### config.mk
export PLATFORM = sky130hd
export DESIGN_NAME = gershgorin_eigen_bound
export DESIGN_NICKNAME = d
export VERILOG_FILES = /design/src/rtl/gebnd_pkg.sv /design/src/rtl/gebnd_front.sv /design/src/rtl/gebnd_queue.sv /design/src/rtl/gebnd_back.sv /design/src/rtl/gershgorin_eigen_bound.sv
export VERILOG_INCLUDE_DIRS = /design/src /design/src/rtl
export SDC_FILE = /design/constraint.sdc
export NUM_CORES = 1
export LEC_CHECK = 0
export BUFFER_PORTS_ARGS = -buffer_cell sky130_fd_sc_hd__buf_4
export CAP_MARGIN = 20
export CORE_MARGIN = 8
export CORE_UTILIZATION = 63
export CTS_CLUSTER_SIZE = 30
export DETAILED_ROUTE_END_ITERATION = 16
export GPL_ROUTABILITY_DRIVEN = 0
export PLACE_DENSITY_LB_ADDON = 0.3
export RECOVER_POWER = 50
export SYNTH_ARGS = -nofsm -noshare
export SYNTH_HDL_FRONTEND = slang
export SYNTH_SLANG_ARGS = --single-unit
### constraint.sdc
create_clock -name clock -period 10.5 [get_ports clock]
set_input_delay 2.625 -clock clock [delete_from_list [all_inputs] [get_ports clock]]
set_output_delay 2.625 -clock clock [all_outputs]
set_load 0.01 [all_outputs]
### src/rtl/gershgorin_eigen_bound_defines.svh
// ----------------------------------------------------------------------------
// Gershgorin eigenvalue bound: assertion macros
// Shared concurrent assertion forms. Every form samples on clock and is
// disabled while reset is high.
// ----------------------------------------------------------------------------
`ifndef GERSHGORIN_EIGEN_BOUND_DEFINES_SVH
`define GERSHGORIN_EIGEN_BOUND_DEFINES_SVH

// A condition that must hold at every clock edge.
`define GEB_HOLDS(lbl, cond, msg) \
   lbl: assert property (@(posedge clock) disable iff (reset) (cond)) else $error(msg);

// A consequence that must hold in the same cycle as its antecedent.
`define GEB_IMPLIES(lbl, ante, cons, msg) \
   lbl: assert property (@(posedge clock) disable iff (reset) (ante) |-> (cons)) \
      else $error(msg);

// A consequence that must hold in the cycle after its antecedent.
`define GEB_NEXT(lbl, ante, cons, msg) \
   lbl: assert property (@(posedge clock) disable iff (reset) (ante) |=> (cons)) \
      else $error(msg);

`endif

### src/rtl/gebnd_pkg.sv
// ----------------------------------------------------------------------------
// Gershgorin eigenvalue bound: package
// Field widths, limits and the payload and command types shared by the block.
// ----------------------------------------------------------------------------
package gebnd_pkg;

   localparam int H_W    = 32;
   localparam int MASS_W = 31;
   localparam int SUM_W  = 48;
   localparam int BOUND_W = 32;

   localparam int FRACTION_BITS_DEFAULT = 16;

   // Command queue between the front and back parts; depth is a power of two.
   localparam int QUEUE_DEPTH = 4;
   localparam int QPTR_W      = $clog2(QUEUE_DEPTH);
   localparam int QCNT_W      = $clog2(QUEUE_DEPTH + 1);

   localparam logic signed [SUM_W-1:0] SUM_MAX = {1'b0, {(SUM_W-1){1'b1}}};
   localparam logic signed [SUM_W-1:0] SUM_MIN = {1'b1, {(SUM_W-1){1'b0}}};

   // Quotient magnitude limits, one bit wider than the bound.
   localparam logic [BOUND_W:0] Q_POS_LIMIT = {2'b00, {(BOUND_W-1){1'b1}}};
   localparam logic [BOUND_W:0] Q_NEG_LIMIT = {2'b01, {(BOUND_W-1){1'b0}}};

   typedef struct packed {
      logic signed [H_W-1:0]    h_value;
      logic                     on_diagonal;
      logic        [MASS_W-1:0] mass_diag;
      logic                     row_last;
      logic                     stream_last;
   } req_payload_type;

   typedef struct packed {
      logic signed [BOUND_W-1:0] bound_value;
      logic                      divide_fault;
   } rsp_payload_type;

   // Work handed from the front to the back: a finished row, a stream end,
   // or both at once.
   typedef struct packed {
      logic signed [SUM_W-1:0]  row_sum;
      logic        [MASS_W-1:0] mass_diag;
      logic                     row_end;
      logic                     stream_end;
   } cmd_type;

endpackage

### src/rtl/gebnd_front.sv
// ----------------------------------------------------------------------------
// Gershgorin eigenvalue bound: front part
// Takes entries, keeps the saturating row sum and posts row and stream ends.
// ----------------------------------------------------------------------------
module gebnd_front import gebnd_pkg::*; (
   input  logic            clock,
   input  logic            reset,
   input  logic            req_valid,
   output logic            req_ready,
   input  req_payload_type req_payload,
   output logic            push_valid,
   output cmd_type         push_cmd,
   input  logic            queue_full
);

   logic signed [SUM_W-1:0] row_sum_ff, row_sum_in;
   logic signed [H_W:0]     h_ext;
   logic signed [H_W:0]     addend;
   logic signed [SUM_W:0]   wide_sum;
   logic signed [SUM_W-1:0] sum_next;
   logic                    accept;
   logic                    closes;

   assign req_ready = !queue_full;
   assign accept    = req_valid && req_ready;
   assign closes    = req_payload.row_last || req_payload.stream_last;

   // Diagonal entries count with their sign, the others by magnitude.
   assign h_ext  = {req_payload.h_value[H_W-1], req_payload.h_value};
   assign addend = (!req_payload.on_diagonal && h_ext[H_W]) ? -h_ext : h_ext;

   assign wide_sum = {row_sum_ff[SUM_W-1], row_sum_ff}
                   + {{(SUM_W-H_W){addend[H_W]}}, addend};

   always_comb begin
      if (wide_sum[SUM_W] != wide_sum[SUM_W-1]) begin
         sum_next = wide_sum[SUM_W] ? SUM_MIN : SUM_MAX;
      end else begin
         sum_next = wide_sum[SUM_W-1:0];
      end
   end

   always_comb begin
      row_sum_in = row_sum_ff;
      if (accept) begin
         row_sum_in = closes ? '0 : sum_next;
      end
   end

   assign push_valid          = accept && closes;
   assign push_cmd.row_sum    = sum_next;
   assign push_cmd.mass_diag  = req_payload.mass_diag;
   assign push_cmd.row_end    = req_payload.row_last;
   assign push_cmd.stream_end = req_payload.stream_last;

   always_ff @(posedge clock) begin
      if (reset) begin
         row_sum_ff <= '0;
      end else begin
         row_sum_ff <= row_sum_in;
      end
   end

endmodule

### src/rtl/gebnd_queue.sv
// ----------------------------------------------------------------------------
// Gershgorin eigenvalue bound: command queue
// A short first-in first-out buffer of commands between front and back.
// ----------------------------------------------------------------------------
`include "gershgorin_eigen_bound_defines.svh"

module gebnd_queue import gebnd_pkg::*; (
   input  logic    clock,
   input  logic    reset,
   input  logic    push_valid,
   input  cmd_type push_cmd,
   output logic    full,
   output logic    pop_valid,
   input  logic    pop_ready,
   output cmd_type pop_cmd
);

   cmd_type           slot_ff [QUEUE_DEPTH];
   logic [QPTR_W-1:0] wr_ptr_ff, wr_ptr_in;
   logic [QPTR_W-1:0] rd_ptr_ff, rd_ptr_in;
   logic [QCNT_W-1:0] count_ff, count_in;
   logic              do_push;
   logic              do_pop;

   assign full      = (count_ff == QCNT_W'(QUEUE_DEPTH));
   assign pop_valid = (count_ff != '0);
   assign pop_cmd   = slot_ff[rd_ptr_ff];
   assign do_push   = push_valid && !full;
   assign do_pop    = pop_valid && pop_ready;

   always_comb begin
      wr_ptr_in = do_push ? wr_ptr_ff + 1'b1 : wr_ptr_ff;
      rd_ptr_in = do_pop ? rd_ptr_ff + 1'b1 : rd_ptr_ff;
      count_in  = count_ff;
      if (do_push && !do_pop) begin
         count_in = count_ff + 1'b1;
      end else if (do_pop && !do_push) begin
         count_in = count_ff - 1'b1;
      end
   end

   always_ff @(posedge clock) begin
      if (do_push) begin
         slot_ff[wr_ptr_ff] <= push_cmd;
      end
   end

   always_ff @(posedge clock) begin
      if (reset) begin
         wr_ptr_ff <= '0;
         rd_ptr_ff <= '0;
         count_ff  <= '0;
      end else begin
         wr_ptr_ff <= wr_ptr_in;
         rd_ptr_ff <= rd_ptr_in;
         count_ff  <= count_in;
      end
   end

   `GEB_HOLDS(a_no_push_when_full, !(push_valid && full), "command pushed into a full queue")
   `GEB_HOLDS(a_count_in_range, count_ff <= QCNT_W'(QUEUE_DEPTH), "queue count beyond depth")

endmodule

### src/rtl/gebnd_back.sv
// ----------------------------------------------------------------------------
// Gershgorin eigenvalue bound: back part
// Divides each row sum by its nonzero mass diagonal one quotient bit per cycle,
// keeps the running maximum and the fault flag, and holds the result.
// ----------------------------------------------------------------------------
`include "gershgorin_eigen_bound_defines.svh"

module gebnd_back import gebnd_pkg::*; #(
   parameter int FRACTION_BITS = FRACTION_BITS_DEFAULT
) (
   input  logic            clock,
   input  logic            reset,
   input  logic            pop_valid,
   output logic            pop_ready,
   input  cmd_type         pop_cmd,
   output logic            rsp_valid,
   input  logic            rsp_ready,
   output rsp_payload_type rsp_payload
);

   localparam int DIV_STEPS = SUM_W + FRACTION_BITS;
   localparam int STEP_W    = $clog2(DIV_STEPS + 1);

   localparam logic [1:0] ST_IDLE = 2'd0;
   localparam logic [1:0] ST_DIV  = 2'd1;
   localparam logic [1:0] ST_UPD  = 2'd2;
   localparam logic [1:0] ST_OUT  = 2'd3;

   logic [1:0]                state_ff, state_in;
   cmd_type                   cmd_ff, cmd_in;
   logic                      neg_ff, neg_in;
   logic [DIV_STEPS-1:0]      dividend_ff, dividend_in;
   logic [MASS_W-1:0]         rem_ff, rem_in;
   logic [BOUND_W:0]          quo_ff, quo_in;
   logic                      ovf_ff, ovf_in;
   logic [STEP_W-1:0]         step_ff, step_in;
   logic signed [BOUND_W-1:0] running_max_ff, running_max_in;
   logic                      max_valid_ff, max_valid_in;
   logic                      fault_ff, fault_in;
   logic                      rsp_valid_ff, rsp_valid_in;
   rsp_payload_type           rsp_payload_ff, rsp_payload_in;

   logic [SUM_W-1:0]          pop_mag;
   logic [MASS_W:0]           trial;
   logic [MASS_W:0]           diff;
   logic                      fits;
   logic                      zero_mass;
   logic [BOUND_W:0]          limit;
   logic [BOUND_W:0]          mag_q;
   logic [BOUND_W:0]          q_full;
   logic signed [BOUND_W-1:0] q_val;
   logic                      out_free;

   assign pop_ready   = (state_ff == ST_IDLE);
   assign rsp_valid   = rsp_valid_ff;
   assign rsp_payload = rsp_payload_ff;
   assign out_free    = !rsp_valid_ff || rsp_ready;

   // Magnitude of the row sum; the most negative sum maps to 2^47 unsigned.
   assign pop_mag = pop_cmd.row_sum[SUM_W-1] ? (~pop_cmd.row_sum + 1'b1) : pop_cmd.row_sum;

   // One restoring division step.
   assign trial = {rem_ff, dividend_ff[DIV_STEPS-1]};
   assign diff  = trial - {1'b0, cmd_ff.mass_diag};
   assign fits  = (trial >= {1'b0, cmd_ff.mass_diag});

   // Row bound, saturated to the signed 32 bit range.
   assign zero_mass = (cmd_ff.mass_diag == '0);
   assign limit     = neg_ff ? Q_NEG_LIMIT : Q_POS_LIMIT;
   assign mag_q     = (zero_mass || ovf_ff || (quo_ff > limit)) ? limit : quo_ff;
   assign q_full    = neg_ff ? (~mag_q + 1'b1) : mag_q;
   assign q_val     = signed'(q_full[BOUND_W-1:0]);

   always_comb begin
      state_in       = state_ff;
      cmd_in         = cmd_ff;
      neg_in         = neg_ff;
      dividend_in    = dividend_ff;
      rem_in         = rem_ff;
      quo_in         = quo_ff;
      ovf_in         = ovf_ff;
      step_in        = step_ff;
      running_max_in = running_max_ff;
      max_valid_in   = max_valid_ff;
      fault_in       = fault_ff;
      rsp_valid_in   = rsp_valid_ff && !rsp_ready;
      rsp_payload_in = rsp_payload_ff;

      case (state_ff)
         ST_IDLE: begin
            if (pop_valid) begin
               cmd_in      = pop_cmd;
               neg_in      = pop_cmd.row_sum[SUM_W-1];
               dividend_in = {pop_mag, {FRACTION_BITS{1'b0}}};
               rem_in      = '0;
               quo_in      = '0;
               ovf_in      = 1'b0;
               step_in     = '0;
               if (pop_cmd.row_end && (pop_cmd.mass_diag != '0)) begin
                  state_in = ST_DIV;
               end else begin
                  state_in = ST_UPD;
               end
            end
         end
         ST_DIV: begin
            rem_in      = fits ? diff[MASS_W-1:0] : trial[MASS_W-1:0];
            dividend_in = {dividend_ff[DIV_STEPS-2:0], 1'b0};
            quo_in      = {quo_ff[BOUND_W-1:0], fits};
            ovf_in      = ovf_ff || quo_ff[BOUND_W];
            step_in     = step_ff + 1'b1;
            if (step_ff == STEP_W'(DIV_STEPS - 1)) begin
               state_in = ST_UPD;
            end
         end
         ST_UPD: begin
            if (cmd_ff.row_end) begin
               if (!max_valid_ff || (q_val > running_max_ff)) begin
                  running_max_in = q_val;
               end
               max_valid_in = 1'b1;
               fault_in     = fault_ff || zero_mass;
            end
            state_in = cmd_ff.stream_end ? ST_OUT : ST_IDLE;
         end
         ST_OUT: begin
            if (out_free) begin
               rsp_valid_in                = 1'b1;
               rsp_payload_in.bound_value  = running_max_ff;
               rsp_payload_in.divide_fault = fault_ff;
               running_max_in              = '0;
               max_valid_in                = 1'b0;
               fault_in                    = 1'b0;
               state_in                    = ST_IDLE;
            end
         end
         default: begin
            state_in = ST_IDLE;
         end
      endcase
   end

   always_ff @(posedge clock) begin
      cmd_ff         <= cmd_in;
      neg_ff         <= neg_in;
      dividend_ff    <= dividend_in;
      rem_ff         <= rem_in;
      quo_ff         <= quo_in;
      ovf_ff         <= ovf_in;
      rsp_payload_ff <= rsp_payload_in;
   end

   always_ff @(posedge clock) begin
      if (reset) begin
         state_ff       <= ST_IDLE;
         step_ff        <= '0;
         running_max_ff <= '0;
         max_valid_ff   <= 1'b0;
         fault_ff       <= 1'b0;
         rsp_valid_ff   <= 1'b0;
      end else begin
         state_ff       <= state_in;
         step_ff        <= step_in;
         running_max_ff <= running_max_in;
         max_valid_ff   <= max_valid_in;
         fault_ff       <= fault_in;
         rsp_valid_ff   <= rsp_valid_in;
      end
   end

   `GEB_IMPLIES(a_rem_below_divisor, state_ff == ST_DIV, rem_ff < cmd_ff.mass_diag, "division remainder reached the divisor")
   `GEB_IMPLIES(a_step_in_range, state_ff == ST_DIV, step_ff < STEP_W'(DIV_STEPS), "division ran past its last step")
   `GEB_NEXT(a_stream_state_cleared, (state_ff == ST_OUT) && out_free, rsp_valid_ff && !max_valid_ff && !fault_ff && (running_max_ff == '0), "stream state not cleared after result load")

endmodule

### src/rtl/gershgorin_eigen_bound.sv
// ----------------------------------------------------------------------------
// Gershgorin eigenvalue bound: top level
// Streams stiffness entries row by row and returns, at each stream end, the
// largest row bound (row sum over mass diagonal) and a zero-divisor flag.
// ----------------------------------------------------------------------------
//
//   Channel   Direction  Handshake              Payload
//   req_      in         req_valid/req_ready    req_payload_type (one entry)
//   rsp_      out        rsp_valid/rsp_ready    rsp_payload_type (one bound)
//
// The front part takes one entry per cycle while the queue is not full and
// updates the row sum in the same cycle. Each row end or stream end posts a
// command into a four-deep queue. The back part takes a command when idle;
// a row end with a nonzero mass diagonal runs a restoring divider (one
// quotient bit per cycle) and then the update state, a row end with a zero
// mass diagonal goes straight to the update state, and a stream end then
// loads the output register once it is free. No new command is taken until
// the back part is idle again, so rows of many entries run near one transfer
// per cycle and short rows are set by the divider.
// Reset is synchronous and returns the row sum, the queue, the running
// maximum, the fault flag and the output register to empty.
// A full queue lowers req_ready; a result that is not taken holds the back
// part at stream end while the front keeps filling the queue.
//
module gershgorin_eigen_bound import gebnd_pkg::*; #(
   parameter int FRACTION_BITS = FRACTION_BITS_DEFAULT
) (
   input  logic            clock,
   input  logic            reset,
   input  logic            req_valid,
   output logic            req_ready,
   input  req_payload_type req_payload,
   output logic            rsp_valid,
   input  logic            rsp_ready,
   output rsp_payload_type rsp_payload
);

   logic    push_valid;
   cmd_type push_cmd;
   logic    queue_full;
   logic    pop_valid;
   logic    pop_ready;
   cmd_type pop_cmd;

   // Front part: row accumulation with saturation at the 48 bit limits.
   gebnd_front u_front (
      .clock       (clock),
      .reset       (reset),
      .req_valid   (req_valid),
      .req_ready   (req_ready),
      .req_payload (req_payload),
      .push_valid  (push_valid),
      .push_cmd    (push_cmd),
      .queue_full  (queue_full)
   );

   // Decouples the front from the back, which takes a new command only when idle.
   gebnd_queue u_queue (
      .clock      (clock),
      .reset      (reset),
      .push_valid (push_valid),
      .push_cmd   (push_cmd),
      .full       (queue_full),
      .pop_valid  (pop_valid),
      .pop_ready  (pop_ready),
      .pop_cmd    (pop_cmd)
   );

   // Back part: divider, running maximum and result register.
   gebnd_back #(
      .FRACTION_BITS (FRACTION_BITS)
   ) u_back (
      .clock       (clock),
      .reset       (reset),
      .pop_valid   (pop_valid),
      .pop_ready   (pop_ready),
      .pop_cmd     (pop_cmd),
      .rsp_valid   (rsp_valid),
      .rsp_ready   (rsp_ready),
      .rsp_payload (rsp_payload)
   );

endmodule
==> results.py <==
metrics = {
    "outcome": {
        "outcome": "finished, violations left",
        "violations": "capacitance limit, slew limit",
    },
    "grt": {
        "grt_pass1_vias": 21200,
        "antenna_found_initial": 0,
        "grt_start_max_net_pins": 95,
        "gr-usage-all-layers": 0.250,
        "grt_pass1_wl_um": 114000,
        "overflow": 0,
    },
    "sta": {
        "finalSetupViolCount": 0,
        "period_minus_slack_ns": 9.48,
        "fin_worst_skew_ns": 0.0532,
        "worst_slack_ns": 1.02,
        "timing.final.hold_violations": 0,
        "rsz0062_at_grt": "false",
        "hold_ws_ns": 0.469,
        "final_max_slew_viol_count": 588,
        "period_share": 0.903,
        "relSlewSlack": -1.74,
        "fmax_mhz": 106,
        "worst_slew_pin_slew_ns": 4.12,
        "tns_ns": 0,
    },
    "clocking": {
        "path_clk_slew_ns": 0.06,
        "cts.htree.levels": 2,
        "cts_resized": 0,
        "clock-sinks": 605,
        "cts_buffer_depth": 3,
        "post_cts_buffers": 0,
        "cts_tree": "built",
        "clock_latency_ns": 0.66,
        "postCtsHoldBufs": 0,
        "numCtsBuffers": 59,
        "cts-root-buf": "clkbuf_16",
    },
    "floorplan": {
        "chipHeight_um": 238,
        "start_util": 0.637,
        "die_area_mm2": 0.0566,
        "ioPinCount": 105,
        "fp.dieW_um": 238,
        "row_count": 81,
        "core-area_mm2": 0.0487,
    },
    "worst_setup_path": {
        "critical_path_required_ns": 11.05,
        "critPathKind": "flop to flop",
        "crit_path_end_kind": "flop",
        "cp.arrival_ns": 10.02,
        "start_kind": "flop",
        "cp_max_fo": 54,
    },
    "yosys": {
        "syn-num-nets": 2777,
        "synth_flop_cell": "edfxtp_1",
        "synthDistinctLibCells": 107,
        "synth-edff-count": 504,
        "synthCells": 2550,
        "async_reset_ff_frac": 0,
        "ys_ff_latch": 605,
        "avgSynthCellArea_um2": 12.2,
        "ys_warn_count": 0,
        "netlist_area_mm2": 0.0310,
        "seq_area_frac_synth": 0.553,
    },
    "routing": {
        "vias": 21600,
        "first_pass_iters": 7,
        "routedWlPerCell_um": 21.5,
        "route.detailed.drc": 0,
        "wirelength_um": 72000,
        "drt_iter0_markers": 2383,
        "ant_nets": 0,
        "routed_via_density": 6.45,
    },
    "job": {
        "max_cap_viol_count": 14,
    },
    "power_and_ir_drop": {
        "total_power_mw": 10.5,
        "leakage_nw": 12.2,
        "ir_drop_mv": 0.290,
        "powerDensity_mw_per_mm2": 307,
    },
    "placement": {
        "pre_cts_ws_ns": 1.26,
        "place_hpwl_um": 47700,
        "portBuffers": 104,
        "placed_cell_area_mm2": 0.0324,
    },
    "layout": {
        "syn_to_final_growth_pct": 9.79,
        "drive_gt1_frac": 0.103,
        "num_antenna_cells": 0,
        "final_area_mm2": 0.0341,
        "nets": 2871,
        "fillers": 3220,
    },
    "min_path": {
        "min_path_type": "flop to flop",
    },
}
==> through the flow <==
stage / utilization / std cells
2_1_floorplan: - / 2550
3_3_place_gp: 0.664 / 3245
3_5_place_dp: 0.664 / 3245
4_1_cts: 0.705 / 3356
5_1_grt: 0.699 / 3358
6_report: 0.699 / 3358
==> area by class of cell <==
cell class | instances | area (µm²) | share of cell area
Sequential cell | 605 | 17200 | 0.504
Multi-Input combinational cell | 1733 | 12900 | 0.380
Clock buffer | 69 | 1520 | 0.0447
Tap cell | 664 | 831 | 0.0244
Timing Repair Buffer | 130 | 702 | 0.0206
Clock inverter | 42 | 473 | 0.0139
Inverter | 115 | 434 | 0.0127
==> routing by layer <==
| layer | GRT usage | up-vias | wire length, µm |
|---|---|---|---|
| met5 | 0 | - | 0 |
| met4 | 0.0843 | 0 | 2460 |
| met3 | 0.0413 | 184 | 5680 |
| met2 | 0.425 | 1050 | 34900 |
| met1 | 0.326 | 10500 | 29000 |
| li1 | - | 9890 | - |
==> where the power goes <==
group / switching [mW] / internal (mW)
sequential: 0.377 / 3.42
clock: 0.944 / 1.23
combinational: 2.71 / 1.78
==> path summary, 6_finish.rpt <==
path,depth (start not counted),end,startpoint,slack (ns)
worst max register to register,26,u_back.running_max_ff[20],u_back.neg_ff,1.02
worst min register to register,0,u_back.rsp_payload[10],u_back.running_max_ff[9],0.47
worst min-delay path,0,u_back.rsp_payload[10],u_back.running_max_ff[9],0.47
worst max-delay path,26,u_back.running_max_ff[20],u_back.neg_ff,1.02
==> sequential cells by signal, summed over array words and instances, names as in the netlist, named ones only <==
name	cells
u_queue.slot_ff	324
u_back.dividend_ff	48
u_front.row_sum_ff	48
u_back.cmd_ff	33
u_back.quo_ff	33
u_back.rsp_payload	33
u_back.running_max_ff	32
u_back.rem_ff	31
u_back.step_ff	7
u_queue.count_ff	3
u_back.state_ff	2
u_queue.rd_ptr_ff	2
u_queue.wr_ptr_ff	2
u_back.fault_ff	1
u_back.max_valid_ff	1
u_back.neg_ff	1
u_back.ovf_ff	1
u_back.rsp_valid	1
==> worst max-delay path: stages (launching register included) <==
cell and delay, ns:
edfxtp_1 0.88, inv_1 0.60, ha_1 0.50, or4b_2 0.63, or4_1 0.41, a21o_1 0.20
a21boi_4 0.13, buf_4 0.31, a21oi_1 0.31, ha_1 0.43, clkinv_1 0.31, nor4_1 0.52
nand3b_1 0.19, or4b_2 0.65, a21oi_1 0.17, nand2_1 0.09, and2_1 0.19, ha_1 0.28
and4_1 0.18, nand4_1 0.14, nor3_1 0.19, o311ai_0 0.21, a31o_2 0.30, nand3_1 0.10
a211o_1 0.49, and2_1 0.71, a22o_1 0.23
==> Yosys cell counts, types with 12 or more instances <==
cell type | count | share of area
edfxtp_1 | 504 | 0.49
xor2_1 | 63 | 0.018
nand4_1 | 25 | 0.0050
clkbuf_1 | 67 | 0.0081
a21o_1 | 44 | 0.011
nand2b_1 | 18 | 0.0036
or2_2 | 12 | 0.0024
mux2i_1 | 42 | 0.014
o21ai_1 | 19 | 0.0031
nor2b_1 | 20 | 0.0040
a22o_1 | 25 | 0.0071
o22ai_1 | 16 | 0.0032
a31oi_1 | 20 | 0.0040
a21oi_1 | 161 | 0.026
nor3_1 | 43 | 0.0069
a22oi_1 | 21 | 0.0051
nor4_1 | 28 | 0.0056
o21ai_0 | 172 | 0.028
a211oi_1 | 25 | 0.0060
dfxtp_1 | 101 | 0.065
ha_1 | 154 | 0.062
nand2_1 | 148 | 0.018
nor2_1 | 216 | 0.026
nand3_1 | 42 | 0.0068
inv_1 | 113 | 0.014
mux4_2 | 74 | 0.054
and3_1 | 22 | 0.0044
xnor2_1 | 79 | 0.022
and2_1 | 51 | 0.010
o21a_1 | 17 | 0.0041
==> layout by cell type (no fill, tap or decap), types with 23 or more instances in the layout <==
cell type	instances
edfxtp_1	504
nor2_1	216
o21ai_0	173
a21oi_1	160
ha_1	154
nand2_1	148
inv_1	112
dfxtp_1	100
clkbuf_1	85
xnor2_1	79
mux4_2	74
xor2_1	63
clkbuf_16	59
buf_4	51
a21o_1	44
nor3_1	42
mux2i_1	42
nand3_1	42
and2_0	29
nor4_1	28
nand4_1	25
a211oi_1	25
a22o_1	25
and2_1	23
==> kinds of logic (layout without fill, tap and decap cells) <==
| group | Yosys count | in the layout | synth area share |
|---|---|---|---|
| xor gates and xnor gates | 142 | 142 | 0.0401 |
| buffers and inverters | 212 | 356 | 0.0299 |
| DFF | 605 | 605 | 0.553 |
| adders and majority gates | 157 | 157 | 0.0640 |
| AOI/OAI and AO/OA | 629 | 629 | 0.130 |
| and+or+nand+nor | 682 | 682 | 0.110 |
| muxes | 123 | 123 | 0.0727 |
Power figures use the tool's default switching activity.
